===== src/hdl/owse_pkg.sv =====
// Package of the 1-Wire slot engine: word types, command and phase codes,
// configuration indexes and reset values. Depends on nothing.
package owse_pkg;

  // Input kind codes as seen on the input word
  localparam logic [2:0] KIND_TICK  = 3'd0;
  localparam logic [2:0] KIND_RESET = 3'd1;
  localparam logic [2:0] KIND_WBIT  = 3'd2;
  localparam logic [2:0] KIND_RBIT  = 3'd3;
  localparam logic [2:0] KIND_WBYTE = 3'd4;
  localparam logic [2:0] KIND_RBYTE = 3'd5;

  // Configuration register indexes
  localparam logic [2:0] CFG_RESET_LOW     = 3'd0;
  localparam logic [2:0] CFG_PRESENCE_WAIT = 3'd1;
  localparam logic [2:0] CFG_RESET_RECOVER = 3'd2;
  localparam logic [2:0] CFG_SLOT_LOW      = 3'd3;
  localparam logic [2:0] CFG_WRITE_SLOT    = 3'd4;
  localparam logic [2:0] CFG_READ_SAMPLE   = 3'd5;
  localparam logic [2:0] CFG_READ_REST     = 3'd6;

  // Register reset values
  localparam logic [9:0] RST_RESET_LOW     = 10'd480;
  localparam logic [9:0] RST_PRESENCE_WAIT = 10'd60;
  localparam logic [9:0] RST_RESET_RECOVER = 10'd420;
  localparam logic [7:0] RST_SLOT_LOW      = 8'd1;
  localparam logic [7:0] RST_WRITE_SLOT    = 8'd60;
  localparam logic [7:0] RST_READ_SAMPLE   = 8'd14;
  localparam logic [7:0] RST_READ_REST     = 8'd45;

  localparam int CFG_DATA_W  = 10;
  localparam int COUNT_W_DEF = 10;
  localparam int SAT_W       = 17;  // holds the counter max for any width up to 16
  localparam int Q_DEPTH     = 2;

  typedef struct packed {
    logic [2:0] kind;
    logic [7:0] tx_data;
    logic       line_in;
  } in_item_t;

  typedef struct packed {
    logic       drive_low;
    logic       busy_res;
    logic       done_res;
    logic [7:0] rx_data;
    logic       presence_level;
    logic       rejected;
  } out_item_t;

  // Classified command carried from front to back
  typedef enum logic [2:0] {
    CMD_NOP,
    CMD_TICK,
    CMD_RESET,
    CMD_WBIT,
    CMD_RBIT,
    CMD_WBYTE,
    CMD_RBYTE
  } cmd_t;

  typedef struct packed {
    cmd_t       cmd;
    logic [7:0] tx_data;
    logic       line_in;
  } q_entry_t;

  // Status of the queue as the front sees it
  typedef struct packed {
    logic full;
    logic empty;
  } q_stat_t;

  typedef enum logic [2:0] {
    PH_IDLE,
    PH_RST_LOW,
    PH_RST_WAIT,
    PH_RST_RECOVER,
    PH_SLOT_LOW,
    PH_WRITE_REST,
    PH_READ_WAIT,
    PH_READ_REST
  } phase_t;

endpackage


===== src/hdl/one_wire_slot_engine.sv =====
// 1-Wire bus master slot engine, top level.
// Instantiates owse_front, owse_queue and owse_back; uses owse_pkg.
//
// Usage:
//   in_*  : one word per microsecond tick or command (reset, bit or byte
//           read/write). Each accepted word gives exactly one out_* word
//           with the bus drive, busy/done flags, read data, presence level
//           and a reject flag for commands that arrive while busy.
//   cfg_* : writes the seven timing registers; cfg_ready is always high.
//           Write only while the engine is idle and the pipeline is empty.
//   Throughput: one word per cycle while out_ready is high. The phase
//   sequencer in the back end handles one word per cycle when not stalled;
//   a two-entry queue decouples it from the front stage, so in_ready
//   depends only on registered queue state. A word passes the front stage
//   register, a queue entry and the output word register to reach out_*.
//   Stall: when out_ready is low the result word holds, the back end
//   stops and the queue fills; in_ready drops once four words wait (the
//   result word, two queue entries and the front stage).
//   Reset (rst_n low, synchronous): pipeline emptied, engine idle,
//   timing registers back to 480/60/420/1/60/14/45, presence level 1.
module one_wire_slot_engine #(
  parameter int COUNT_WIDTH = owse_pkg::COUNT_W_DEF
) (
  input  logic                            clk,
  input  logic                            rst_n,
  input  logic                            in_valid,
  output logic                            in_ready,
  input  owse_pkg::in_item_t              in_item,
  output logic                            out_valid,
  input  logic                            out_ready,
  output owse_pkg::out_item_t             out_item,
  input  logic                            cfg_valid,
  output logic                            cfg_ready,
  input  logic [2:0]                      cfg_index,
  input  logic [owse_pkg::CFG_DATA_W-1:0] cfg_data
);

  owse_pkg::q_stat_t  q_stat;
  owse_pkg::q_entry_t q_wdata, q_rdata;
  logic               q_push, q_pop;

  assign cfg_ready = 1'b1;

  owse_front u_front (
    .clk      (clk),
    .rst_n    (rst_n),
    .in_valid (in_valid),
    .in_ready (in_ready),
    .in_item  (in_item),
    .q_stat   (q_stat),
    .q_push   (q_push),
    .q_wdata  (q_wdata)
  );

  owse_queue u_queue (
    .clk   (clk),
    .rst_n (rst_n),
    .push  (q_push),
    .wdata (q_wdata),
    .stat  (q_stat),
    .pop   (q_pop),
    .rdata (q_rdata)
  );

  owse_back #(
    .COUNT_WIDTH (COUNT_WIDTH)
  ) u_back (
    .clk       (clk),
    .rst_n     (rst_n),
    .q_valid   (!q_stat.empty),
    .q_pop     (q_pop),
    .q_rdata   (q_rdata),
    .cfg_valid (cfg_valid),
    .cfg_index (cfg_index),
    .cfg_data  (cfg_data),
    .out_valid (out_valid),
    .out_ready (out_ready),
    .out_item  (out_item)
  );

endmodule


===== src/hdl/owse_front.sv =====
// Front stage of the 1-Wire slot engine: accepts input words and classifies
// the kind code into a command. Depends on owse_pkg.
module owse_front (
  input  logic               clk,
  input  logic               rst_n,
  input  logic               in_valid,
  output logic               in_ready,
  input  owse_pkg::in_item_t in_item,
  input  owse_pkg::q_stat_t  q_stat,
  output logic               q_push,
  output owse_pkg::q_entry_t q_wdata
);

  logic               f_valid_r, f_valid_nxt;
  owse_pkg::q_entry_t f_entry_r;
  owse_pkg::cmd_t     cmd;
  logic               in_fire;

  // Stage register frees whenever the queue has room
  assign q_push   = f_valid_r && !q_stat.full;
  assign in_ready = !f_valid_r || !q_stat.full;
  assign in_fire  = in_valid && in_ready;
  assign q_wdata  = f_entry_r;

  // Kind decode; codes 6 and 7 do nothing
  always_comb begin
    unique case (in_item.kind)
      owse_pkg::KIND_TICK:  cmd = owse_pkg::CMD_TICK;
      owse_pkg::KIND_RESET: cmd = owse_pkg::CMD_RESET;
      owse_pkg::KIND_WBIT:  cmd = owse_pkg::CMD_WBIT;
      owse_pkg::KIND_RBIT:  cmd = owse_pkg::CMD_RBIT;
      owse_pkg::KIND_WBYTE: cmd = owse_pkg::CMD_WBYTE;
      owse_pkg::KIND_RBYTE: cmd = owse_pkg::CMD_RBYTE;
      default:              cmd = owse_pkg::CMD_NOP;
    endcase
  end

  assign f_valid_nxt = in_fire || (f_valid_r && q_stat.full);

  always_ff @(posedge clk) begin
    if (!rst_n) begin
      f_valid_r <= 1'b0;
    end else begin
      f_valid_r <= f_valid_nxt;
    end
  end

  always_ff @(posedge clk) begin
    if (in_fire) begin
      f_entry_r.cmd     <= cmd;
      f_entry_r.tx_data <= in_item.tx_data;
      f_entry_r.line_in <= in_item.line_in;
    end
  end

endmodule


===== src/hdl/owse_queue.sv =====
// Two-entry queue between front and back of the 1-Wire slot engine.
// Depends on owse_pkg.
module owse_queue (
  input  logic               clk,
  input  logic               rst_n,
  input  logic               push,
  input  owse_pkg::q_entry_t wdata,
  output owse_pkg::q_stat_t  stat,
  input  logic               pop,
  output owse_pkg::q_entry_t rdata
);

  localparam int PW = $clog2(owse_pkg::Q_DEPTH);
  localparam int CW = $clog2(owse_pkg::Q_DEPTH + 1);

  owse_pkg::q_entry_t entry_r [owse_pkg::Q_DEPTH];
  logic [PW-1:0]      wr_ptr_r, wr_ptr_nxt;
  logic [PW-1:0]      rd_ptr_r, rd_ptr_nxt;
  logic [CW-1:0]      cnt_r, cnt_nxt;

  assign stat.full  = (cnt_r == CW'(owse_pkg::Q_DEPTH));
  assign stat.empty = (cnt_r == '0);
  assign rdata      = entry_r[rd_ptr_r];

  // Pointer and fill count update
  always_comb begin
    wr_ptr_nxt = wr_ptr_r;
    rd_ptr_nxt = rd_ptr_r;
    cnt_nxt    = cnt_r;
    if (push) begin
      wr_ptr_nxt = (wr_ptr_r == PW'(owse_pkg::Q_DEPTH - 1)) ? '0 : wr_ptr_r + PW'(1);
    end
    if (pop) begin
      rd_ptr_nxt = (rd_ptr_r == PW'(owse_pkg::Q_DEPTH - 1)) ? '0 : rd_ptr_r + PW'(1);
    end
    if (push && !pop) begin
      cnt_nxt = cnt_r + CW'(1);
    end else if (pop && !push) begin
      cnt_nxt = cnt_r - CW'(1);
    end
  end

  always_ff @(posedge clk) begin
    if (!rst_n) begin
      wr_ptr_r <= '0;
      rd_ptr_r <= '0;
      cnt_r    <= '0;
    end else begin
      wr_ptr_r <= wr_ptr_nxt;
      rd_ptr_r <= rd_ptr_nxt;
      cnt_r    <= cnt_nxt;
    end
  end

  always_ff @(posedge clk) begin
    if (push) begin
      entry_r[wr_ptr_r] <= wdata;
    end
  end

endmodule


===== src/hdl/owse_back.sv =====
// Back end of the 1-Wire slot engine: timing registers, phase sequencer,
// tick counter, shift register and the output word register. Uses owse_pkg.
module owse_back #(
  parameter int COUNT_WIDTH = owse_pkg::COUNT_W_DEF
) (
  input  logic                              clk,
  input  logic                              rst_n,
  input  logic                              q_valid,
  output logic                              q_pop,
  input  owse_pkg::q_entry_t                q_rdata,
  input  logic                              cfg_valid,
  input  logic [2:0]                        cfg_index,
  input  logic [owse_pkg::CFG_DATA_W-1:0]   cfg_data,
  output logic                              out_valid,
  input  logic                              out_ready,
  output owse_pkg::out_item_t               out_item
);

  localparam int CW = COUNT_WIDTH;
  localparam logic [owse_pkg::SAT_W-1:0] CNT_MAX =
    owse_pkg::SAT_W'((1 << COUNT_WIDTH) - 1);

  // Timing registers
  logic [9:0] reset_low_r, presence_wait_r, reset_recover_r;
  logic [7:0] slot_low_r, write_slot_r, read_sample_r, read_rest_r;

  // Engine state
  owse_pkg::phase_t phase_r, phase_nxt;
  logic [CW-1:0]    cnt_r, cnt_nxt;
  logic [7:0]       shift_r, shift_nxt;
  logic [3:0]       bits_r, bits_nxt, bits_dec;
  logic             op_rd_r, op_rd_nxt;
  logic             op_byte_r, op_byte_nxt;
  logic             pres_r, pres_nxt;

  logic                     out_valid_r;
  owse_pkg::out_item_t      out_item_r, res;
  logic                     fire;
  logic                     done, rej, was_read, was_byte, busy;
  logic                     ld_en;
  logic [2:0]               ld_sel;
  logic [9:0]               ld_raw;
  logic [owse_pkg::SAT_W-1:0] ld_ext;
  logic [7:0]               rx;
  logic                     drive;

  // One queued word is processed per cycle while the output can take it
  assign fire      = q_valid && (!out_valid_r || out_ready);
  assign q_pop     = fire;
  assign out_valid = out_valid_r;
  assign out_item  = out_item_r;
  assign busy      = (phase_r != owse_pkg::PH_IDLE);

  // Configuration writes; indexes past the list are dropped
  always_ff @(posedge clk) begin
    if (!rst_n) begin
      reset_low_r     <= owse_pkg::RST_RESET_LOW;
      presence_wait_r <= owse_pkg::RST_PRESENCE_WAIT;
      reset_recover_r <= owse_pkg::RST_RESET_RECOVER;
      slot_low_r      <= owse_pkg::RST_SLOT_LOW;
      write_slot_r    <= owse_pkg::RST_WRITE_SLOT;
      read_sample_r   <= owse_pkg::RST_READ_SAMPLE;
      read_rest_r     <= owse_pkg::RST_READ_REST;
    end else if (cfg_valid) begin
      unique case (cfg_index)
        owse_pkg::CFG_RESET_LOW:     reset_low_r     <= cfg_data;
        owse_pkg::CFG_PRESENCE_WAIT: presence_wait_r <= cfg_data;
        owse_pkg::CFG_RESET_RECOVER: reset_recover_r <= cfg_data;
        owse_pkg::CFG_SLOT_LOW:      slot_low_r      <= cfg_data[7:0];
        owse_pkg::CFG_WRITE_SLOT:    write_slot_r    <= cfg_data[7:0];
        owse_pkg::CFG_READ_SAMPLE:   read_sample_r   <= cfg_data[7:0];
        owse_pkg::CFG_READ_REST:     read_rest_r     <= cfg_data[7:0];
        default: ;
      endcase
    end
  end

  // Phase sequencer: next state and result word
  always_comb begin
    phase_nxt   = phase_r;
    cnt_nxt     = cnt_r;
    shift_nxt   = shift_r;
    bits_nxt    = bits_r;
    op_rd_nxt   = op_rd_r;
    op_byte_nxt = op_byte_r;
    pres_nxt    = pres_r;
    done        = 1'b0;
    rej         = 1'b0;
    was_read    = 1'b0;
    was_byte    = 1'b0;
    ld_en       = 1'b0;
    ld_sel      = owse_pkg::CFG_RESET_LOW;
    bits_dec    = (bits_r != 4'd0) ? bits_r - 4'd1 : 4'd0;

    if (fire) begin
      unique case (q_rdata.cmd) inside
        owse_pkg::CMD_TICK: begin
          if (busy) begin
            if (cnt_r > CW'(1)) begin
              cnt_nxt = cnt_r - CW'(1);
            end else begin
              was_read = op_rd_r;
              was_byte = op_byte_r;
              unique case (phase_r)
                owse_pkg::PH_RST_LOW: begin
                  phase_nxt = owse_pkg::PH_RST_WAIT;
                  ld_en     = 1'b1;
                  ld_sel    = owse_pkg::CFG_PRESENCE_WAIT;
                end
                owse_pkg::PH_RST_WAIT: begin
                  pres_nxt  = q_rdata.line_in;
                  phase_nxt = owse_pkg::PH_RST_RECOVER;
                  ld_en     = 1'b1;
                  ld_sel    = owse_pkg::CFG_RESET_RECOVER;
                end
                owse_pkg::PH_RST_RECOVER: begin
                  phase_nxt = owse_pkg::PH_IDLE;
                  cnt_nxt   = '0;
                  done      = 1'b1;
                  was_read  = 1'b0;
                end
                owse_pkg::PH_SLOT_LOW: begin
                  phase_nxt = op_rd_r ? owse_pkg::PH_READ_WAIT : owse_pkg::PH_WRITE_REST;
                  ld_en     = 1'b1;
                  ld_sel    = op_rd_r ? owse_pkg::CFG_READ_SAMPLE : owse_pkg::CFG_WRITE_SLOT;
                end
                owse_pkg::PH_READ_WAIT: begin
                  shift_nxt = {q_rdata.line_in, shift_r[7:1]};
                  phase_nxt = owse_pkg::PH_READ_REST;
                  ld_en     = 1'b1;
                  ld_sel    = owse_pkg::CFG_READ_REST;
                end
                owse_pkg::PH_WRITE_REST, owse_pkg::PH_READ_REST: begin
                  // end of a bit slot: next slot of the byte or finish
                  if (!op_rd_r) begin
                    shift_nxt = {1'b0, shift_r[7:1]};
                  end
                  bits_nxt = bits_dec;
                  if (bits_dec != 4'd0) begin
                    phase_nxt = owse_pkg::PH_SLOT_LOW;
                    ld_en     = 1'b1;
                    ld_sel    = owse_pkg::CFG_SLOT_LOW;
                  end else begin
                    phase_nxt = owse_pkg::PH_IDLE;
                    cnt_nxt   = '0;
                    done      = 1'b1;
                  end
                end
                owse_pkg::PH_IDLE: ;
                default: ;
              endcase
            end
          end
        end
        owse_pkg::CMD_RESET: begin
          if (busy) begin
            rej = 1'b1;
          end else begin
            op_rd_nxt   = 1'b0;
            op_byte_nxt = 1'b0;
            bits_nxt    = 4'd0;
            phase_nxt   = owse_pkg::PH_RST_LOW;
            ld_en       = 1'b1;
            ld_sel      = owse_pkg::CFG_RESET_LOW;
          end
        end
        owse_pkg::CMD_WBIT, owse_pkg::CMD_RBIT, owse_pkg::CMD_WBYTE, owse_pkg::CMD_RBYTE: begin
          if (busy) begin
            rej = 1'b1;
          end else begin
            op_rd_nxt   = (q_rdata.cmd == owse_pkg::CMD_RBIT) ||
                          (q_rdata.cmd == owse_pkg::CMD_RBYTE);
            op_byte_nxt = (q_rdata.cmd == owse_pkg::CMD_WBYTE) ||
                          (q_rdata.cmd == owse_pkg::CMD_RBYTE);
            bits_nxt    = op_byte_nxt ? 4'd8 : 4'd1;
            if (op_rd_nxt) begin
              shift_nxt = 8'd0;
            end else if (op_byte_nxt) begin
              shift_nxt = q_rdata.tx_data;
            end else begin
              shift_nxt = {7'd0, q_rdata.tx_data[0]};
            end
            phase_nxt = owse_pkg::PH_SLOT_LOW;
            ld_en     = 1'b1;
            ld_sel    = owse_pkg::CFG_SLOT_LOW;
          end
        end
        default: ;
      endcase
    end

    // Counter load from the selected timing register, saturated to the counter
    unique case (ld_sel)
      owse_pkg::CFG_RESET_LOW:     ld_raw = reset_low_r;
      owse_pkg::CFG_PRESENCE_WAIT: ld_raw = presence_wait_r;
      owse_pkg::CFG_RESET_RECOVER: ld_raw = reset_recover_r;
      owse_pkg::CFG_SLOT_LOW:      ld_raw = {2'b00, slot_low_r};
      owse_pkg::CFG_WRITE_SLOT:    ld_raw = {2'b00, write_slot_r};
      owse_pkg::CFG_READ_SAMPLE:   ld_raw = {2'b00, read_sample_r};
      owse_pkg::CFG_READ_REST:     ld_raw = {2'b00, read_rest_r};
      default:                     ld_raw = 10'd0;
    endcase
    ld_ext = owse_pkg::SAT_W'(ld_raw);
    if (ld_en) begin
      cnt_nxt = (ld_ext > CNT_MAX) ? CNT_MAX[CW-1:0] : ld_ext[CW-1:0];
    end

    // Read data shows only on the word that finishes a read
    rx = 8'd0;
    if (done && was_read) begin
      rx = was_byte ? shift_nxt : {7'd0, shift_nxt[7]};
    end

    // Bus drive after this word
    unique case (phase_nxt)
      owse_pkg::PH_RST_LOW, owse_pkg::PH_SLOT_LOW: drive = 1'b1;
      owse_pkg::PH_WRITE_REST:                     drive = ~shift_nxt[0];
      default:                                     drive = 1'b0;
    endcase

    res.drive_low      = drive;
    res.busy_res       = (phase_nxt != owse_pkg::PH_IDLE);
    res.done_res       = done;
    res.rx_data        = rx;
    res.presence_level = pres_nxt;
    res.rejected       = rej;
  end

  // State registers
  always_ff @(posedge clk) begin
    if (!rst_n) begin
      phase_r     <= owse_pkg::PH_IDLE;
      cnt_r       <= '0;
      shift_r     <= 8'd0;
      bits_r      <= 4'd0;
      op_rd_r     <= 1'b0;
      op_byte_r   <= 1'b0;
      pres_r      <= 1'b1;
      out_valid_r <= 1'b0;
    end else begin
      phase_r     <= phase_nxt;
      cnt_r       <= cnt_nxt;
      shift_r     <= shift_nxt;
      bits_r      <= bits_nxt;
      op_rd_r     <= op_rd_nxt;
      op_byte_r   <= op_byte_nxt;
      pres_r      <= pres_nxt;
      out_valid_r <= fire || (out_valid_r && !out_ready);
    end
  end

  // Output word register
  always_ff @(posedge clk) begin
    if (fire) begin
      out_item_r <= res;
    end
  end

endmodule


===== config.mk =====
export PLATFORM = sky130hd
export DESIGN_NAME = one_wire_slot_engine
export DESIGN_NICKNAME = d
export VERILOG_FILES = /design/src/hdl/owse_pkg.sv /design/src/hdl/one_wire_slot_engine.sv /design/src/hdl/owse_front.sv /design/src/hdl/owse_queue.sv /design/src/hdl/owse_back.sv
export SDC_FILE = /design/constraint.sdc
export NUM_CORES = 1
export LEC_CHECK = 0
export ABC_CLOCK_PERIOD_IN_PS = 5700
export BUFFER_PORTS_ARGS = -buffer_cell sky130_fd_sc_hd__clkbuf_2
export CORE_MARGIN = 10
export CORE_UTILIZATION = 35
export DETAILED_ROUTE_END_ITERATION = 10
export GPL_TIMING_DRIVEN = 0
export HOLD_SLACK_MARGIN = 0.15
export SLEW_MARGIN = 20
export SYNTH_ARGS = -nofsm -noshare
export SYNTH_HDL_FRONTEND = slang
export SYNTH_SLANG_ARGS = --single-unit

===== constraint.sdc =====
create_clock -name clk -period 5.7 [get_ports clk]
set_input_delay 0.57 -clock clk [delete_from_list [all_inputs] [get_ports clk]]
set_output_delay 0.57 -clock clk [all_outputs]
set_load 0.05 [all_outputs]

==> results of run 1 <==
==> area by class of cell <==
| class | count | area, sq um | share of cell area (%) |
|---|---|---|---|
| timing repair buffer | 42 | 210.2 | 2.729 |
| tap | 234 | 292.8 | 3.801 |
| buffer | 30 | 125.1 | 1.624 |
| inverter | 8 | 30.03 | 0.3899 |
| clock buffer | 17 | 425.4 | 5.523 |
| sequential | 146 | 3413 | 44.31 |
| multi-input combinational | 538 | 3068 | 39.83 |
| clock inverter | 15 | 137.6 | 1.787 |
==> cell usage in the layout, fill, tap and decap left out, types with 4 or more instances in the layout <==
master       n
nor3_1      17
xnor2_1      4
nand3_1     39
a31oi_1      6
or3_1        9
nand2b_1     8
o2bb2ai_1    5
and3_1       7
mux2i_1     20
nand4_1      5
o211ai_1     4
clkbuf_1    21
and2_1       7
clkbuf_2    41
mux2_2      12
buf_2        5
a22oi_1     10
o21ai_0     19
clkbuf_16   17
inv_1        6
nor2_1      56
mux2_1       4
edfxtp_1    49
inv_6        6
dfxtp_1     97
a21oi_1     70
nand2_1    161
inv_8        4
nor2b_1      9
==> power breakdown <==
| group | switching (mW) | internal, mW |
|---|---|---|
| Combinational | 0.904 | 0.451 |
| Clock | 0.493 | 0.577 |
| Sequential | 0.0848 | 1.23 |
==> logic make-up after synthesis <==
kind of cell,count (synthesis),synth area share (%)
buffers and inverters,38,2.340
muxes,39,6.756
other,1,0.05656
DFF,146,51.48
adders and majority gates,3,0.5662
xor gates and xnor gates,7,0.9247
and+or+nand+nor,340,23.63
AOI/OAI and AO/OA,148,14.25
==> cell usage after synthesis (all sizes together) (3+ instances only) <==
master | n | area (sq um)
a22oi | 10 | 75.07
nand3 | 39 | 195.2
nand2 | 162 | 610.6
nand2b | 8 | 50.05
buf | 9 | 46.29
xnor2 | 4 | 35.03
or4 | 3 | 26.27
mux4 | 3 | 67.56
a21oi | 71 | 366.6
a2111oi | 4 | 60.06
o2bb2ai | 5 | 43.79
clkbuf | 21 | 78.83
and3 | 7 | 43.79
and2 | 8 | 50.05
mux2i | 20 | 200.2
nor4 | 4 | 40.04
mux2 | 16 | 180.2
nand4 | 5 | 31.28
or3 | 9 | 56.30
nor2 | 56 | 210.2
nor2b | 9 | 56.30
ha | 3 | 37.54
nor3 | 18 | 90.09
inv | 7 | 26.27
o31ai | 3 | 22.52
o21ai | 22 | 113.9
a31oi | 6 | 37.54
o211ai | 4 | 30.03
edfxtp | 49 | 1471
xor2 | 3 | 26.28
dfxtp | 97 | 1942
==> per-layer routing <==
layer  up-vias  track usage [%]
met1      2644            19.87
met4         0            4.987
li1       2720                -
met2       162            20.99
met3        27            3.636
met5         -                0
==> per-stage QoR <==
step           utilization [%]  hold slack, ps  instance area (sq um)
4_1_cts                  41.32           295.1                   7702
2_1_floorplan                -           421.5                   6630
5_1_grt                  41.32           298.7                   7702
3_3_place_gp             38.23           424.0                   7128
6_report                 41.32           310.5                   7702
3_5_place_dp             38.30           429.8                   7139
==> state kept, by name, indices dropped and copies added (netlist names), 2 cells and up, named ones only <==
name,count
u_back.reset_recover_r,10
u_back.slot_low_r,8
u_back.write_slot_r,8
u_queue.entry_r,24
u_back.shift_r,8
u_front.q_wdata,12
u_back.cnt_r,10
u_back.read_sample_r,8
u_back.out_item,13
u_back.presence_wait_r,10
u_back.phase_r,3
u_back.read_rest_r,8
u_back.bits_r,4
u_back.reset_low_r,10
u_queue.cnt_r,2
==> final timing paths <==
check	start	to	slack (ps)	cells after the start
setup reg to reg	u_queue.cnt_r[0]$_SDFFE_PN0P_	u_back.cnt_r[4]$_SDFFE_PN0P_	1980	9
setup / recovery	u_queue.cnt_r[0]$_SDFFE_PN0P_	u_back.cnt_r[4]$_SDFFE_PN0P_	1980	9
hold / removal	in_item[6]	u_front.q_wdata[6]$_DFFE_PP_	310	1
hold reg to reg	u_front.q_wdata[2]$_DFFE_PP_	u_queue.entry_r[0][2]$_DFFE_PP_	450	0
==> run metrics, run 1 <==
GP Congestion=0.8720; post-DR vias/cell=5.391; clock buffer depth=2; Filler cells=1846; post-layout min period=3725 ps; # port buffers=41; CTS tree=built; Post-CTS Repair Setup Buffers=0; crit-path max cell delay=770 ps; ys async rst share=0%; Final Max Slew Viols=0; status=completed; initial antenna violation count=1; top routing layer in use=met4; sequential area share after synthesis=51.48%; count of final setup violators=0; dominant synthesized flop cell=dfxtp_1; Clock Latency Late Sink=430 ps; TNS Setup=0 ps; CTS Buf Count=17; GRT Util Overall=14.30%; Placed Instances=998; Synth Net Count=755; classification of the worst setup path=register to register; vias in the first global route=5126; Pleak=2.824 nW; starting density of the core=35.56%; total wire length=17610 microns; post-route clock period utilization=65.35%; Critical Path End Type=register; CTS Sinks=146; die width=157.6 microns; FP Rows=50; drt wl/cell=17.10 microns; Total Power=3.738 mW; hold buffer count at cts=0; Tightest Pin Transition=1114 ps; clock root buffer=clkbuf_16; worst endpoint data arrival time=4080 ps; CTS-repair resized insts=0; Crit path top cell by count=clkbuf_1; Clock Skew=11.52 ps; PD cells=485.4 nW/um^2; crit path max-delay cell type=clkinv_1; PnR worst setup slack=1975 ps; syn avg cell area=9.183 sq um; M1 wire length=8370 microns; 1st-pass router iterations=5; delay-heaviest family, CP=buffers and inverters; Critical Path Fanout Max=20; crit path cell chain=clkbuf_1 > o21ai_2 > clkinv_1 > o211ai_1 > clkbuf_1 > a21o_1 > clkbuf_1 > o2111ai_1 > a31oi_1; number of remaining DRC errors=0; CTS clk-pin slew, worst paths=70 ps; Yosys reg bits=146; WP buf/inv=4; core area=18640 sq um; final antenna-violating net count=0; Yosys cell types=73; first-pass GRT wire length=28000 microns; dpl hpwl=12560 microns; EDFF count, synth=49; io pins=46; startpoint type of the worst setup path=register; pre-CTS WS=1908 ps; Post-Synthesis Cells=722; VDD IR max=242.9 uV; layout cells sized above 1=13.82%; Max Cap Violations=0; area grow syn2layout=16.17%; Final nets=816; routed wl met2=7843 microns; Final Non-Filler Cells=1030; Worst slew margin=25.06%; RSZ-0062 raised after global routing=false; CP Data Required Time=6060 ps; worst min path class=input port to register; DR WL met3=1071 microns; 1st-iter DRT viols=547; H-tree lvl count=4; Post-Syn Area=6630 sq um; ANT cells=0; via count=5553; Fin. Hold Viols=0; Die Span Y=157.6 microns; yosys warns=0; largest net degree at the start of global routing=21; die area=24850 sq um; Max Freq=268.5 MHz; total congestion overflow=0
(Power assumes the default switching activity.)
==> run 2: changes to the inputs <==
--- a/config.mk
+++ b/config.mk
@@ -5,7 +5,7 @@
 export SDC_FILE = /design/constraint.sdc
 export NUM_CORES = 1
 export LEC_CHECK = 0
-export ABC_CLOCK_PERIOD_IN_PS = 5700
+export ABC_CLOCK_PERIOD_IN_PS = 3200
 export BUFFER_PORTS_ARGS = -buffer_cell sky130_fd_sc_hd__clkbuf_2
 export CORE_MARGIN = 10
 export CORE_UTILIZATION = 35
==> constraint.sdc (replaced) <==
create_clock -name clk -period 3.2 [get_ports clk]
set_input_delay 0.32 -clock clk [delete_from_list [all_inputs] [get_ports clk]]
set_output_delay 0.32 -clock clk [all_outputs]
set_load 0.05 [all_outputs]
==> run 2 against run 1 <==
Compared with the run above: critical path depth shrank 1; clock power grew 79%; first-iteration DRC count grew 18%; largest power group unchanged; via count grew 0.97%; combinational power grew 84%; sequential cell count is the same; largest cell class unchanged; non-clock buffer count grew 13; critical endpoint is now u_back.cnt_r[8]$_SDFFE_PN0P_.
==> run metrics, run 2 (synthesis gave the netlist of run 1 again) <==
# port buffers=41 (unchanged); largest net degree at the start of global routing=21 (unchanged); Cell Int Power=4.064 mW (+80%); ANT cells=0 (unchanged); 1st-iter DRT viols=648 (+18%); startpoint type of the worst setup path=register; pre-CTS WS=-478.3 ps (-2386 ps); first-pass GRT wire length=28220 microns (+0.79%); post-layout min period=3030 ps (-694.5 ps); Largest register FFs=24 (unchanged); dpl hpwl=12560 microns (unchanged); Critical Path End Type=register; Filler cells=1829 (-0.92%); CP Data Required Time=3510 ps (-2550 ps); Worst slew margin=25.08% (about the same); post-route clock period utilization=94.69% (+29 points); vias in the first global route=5184 (+1.1%); Final nets=829 (+1.6%); r2r setup slk=170 ps (-1810 ps); Max Cap Violations=0 (unchanged); CTS Sinks=146 (unchanged); io pins=46 (unchanged); clock root buffer=clkbuf_16; worst endpoint data arrival time=3340 ps (-740 ps); worst min path class=input port to register; via count=5607 (+0.97%); GRT Util Overall=14.43% (+0.13 points); Fin. Hold Viols=0 (unchanged); TNS Setup=0 ps (unchanged); combinational group share of total power=37.1% (+0.8 points); most frequent cells in the layout=nand2_1, dfxtp_1, a21oi_1; post-DR vias/cell=5.376 (-0.29%); CTS clk-pin slew, worst paths=60 ps (about the same); share of power burned in registers=34.7% (-0.4 points); total congestion overflow=0 (unchanged); GP Congestion=0.8720 (unchanged); Max Freq=330.0 MHz (+23%); Critical Path Fanout Max=10 (-50%); initial antenna violation count=0 (-1); VDD IR max=419.4 uV (+73%); hold_sp=cfg_data[8]; Top reg by flops=u_queue.entry_r; Critical R2R Launch=u_back.phase_r[1]$_SDFF_PN0_; final antenna-violating net count=0 (unchanged); Clock Latency Late Sink=430 ps (about the same); Psw=2.688 mW (+81%); layout cells sized above 1=15.20% (+1.4 points); die area=24850 sq um (unchanged); number of remaining DRC errors=0 (unchanged); starting density of the core=35.56% (unchanged); area grow syn2layout=19.19%; clock buffer depth=2 (unchanged); CP Launch Point=u_back.phase_r[1]$_SDFF_PN0_; total wire length=17650 microns (+0.26%); Tightest Pin Transition=1114 ps (-0.2751 ps); Final Max Slew Viols=0 (unchanged); Clock Power Share=28.3% (-0.3 points); switch share=39.81% (+0.16 points); CTS tree=built; Die Span Y=157.6 microns (unchanged); H-tree lvl count=4 (unchanged); PD cells=854.4 nW/um^2 (+76%); 1st-pass router iterations=5 (unchanged); Final Non-Filler Cells=1043 (+1.3%); FP Rows=50 (unchanged); most common cell after layout, fill and taps aside=nand2_1; Clock Skew=10.04 ps (-1.481 ps); drt wl/cell=16.93 microns (-0.99%); CTS Buf Count=17 (unchanged); Pleak=2.895 nW (+2.5%); classification of the worst setup path=register to register; PnR worst setup slack=169.8 ps (-1805 ps); count of final setup violators=0 (unchanged); die width=157.6 microns (unchanged); Placed Instances=998 (unchanged); Total Power=6.752 mW (+81%); core area=18640 sq um (unchanged); status=completed; RSZ-0062 raised after global routing=false
## run 2: cell count changes in the layout (fill, tap and decap cells not counted), moves of 2 or more
cell / before / now
buf_4: 2 / 5
a2111oi_2: 1 / 3
a21oi_2: 0 / 2
a21oi_1: 70 / 68
dlygate4sd3_1: 0 / 11
nor3_1: 17 / 15
## run 2: cell type report
cell class	instances	area, sq um	share of cell area (%)
sequential	146	3413	43.19
multi-input combinational	538	3134	39.66
clock inverter	15	137.6	1.742
buffer	30	128.9	1.631
timing repair buffer	55	335.3	4.243
tap	234	292.8	3.705
clock buffer	17	425.4	5.383
inverter	8	35.03	0.4433
## run 2: power by group through the flow
stage | combinational, mW | sequential, mW | clock [mW]
6_report | 2.50 | 2.34 | 1.91
3_3_place_gp | 2.38 | 2.37 | 0
3_5_place_dp | 2.38 | 2.38 | 0
5_1_grt | 2.75 | 2.37 | 2.01
2_1_floorplan | 1.60 | 2.55 | 0
4_1_cts | 2.43 | 2.33 | 1.93
## run 2: timing repair
| item | CTS | global route |
|---|---|---|
| hold endpoints to repair | 13 | 0 |
| endpoints found under the setup margin | 22 | 13 |
| pin swaps | 1 | 2 |
| resized for setup | 7 | 12 |
| buffers inserted | 0 | 2 |
| hold buffers | 11 | 0 |
## run 2: routing by layer
layer  GRT usage, %  wire length (microns)  up-vias
li1               -                      -     2743
met1          20.07                   8263     2645
met2          21.25                   7951      194
met3          3.474                   1123       25
met4          5.120                    314        0
met5              0                      0        -
## run 2: worst max-delay path: stages, from the launching register on
cell,delay [ps]
dfxtp_1,300
clkbuf_1,200
nor3_1,810
nand3_1,350
a21oi_4,330
buf_4,250
mux2_1,340
a22oi_1,230
o21ai_1,110
## run 2: through the flow
step / util, % / area [sq um] / hold slack (ps)
floorplan: - / 6630 / 418.9
global placement: 38.23 / 7128 / 424.0
detailed placement: 38.30 / 7139 / 429.8
CTS: 42.06 / 7841 / 161.8
global route: 42.39 / 7903 / 174.5
finish: 42.39 / 7903 / 176.0
## run 2: final timing paths
| kind | cells after the start | end |
|---|---|---|
| max | 8 | u_back.cnt_r[8]$_SDFFE_PN0P_ |
| min | 3 | u_back.presence_wait_r[8]$_SDFFE_PN0P_ |
| max reg2reg | 8 | u_back.cnt_r[8]$_SDFFE_PN0P_ |
| min reg2reg | 0 | u_queue.entry_r[1][8]$_DFFE_PP_ |
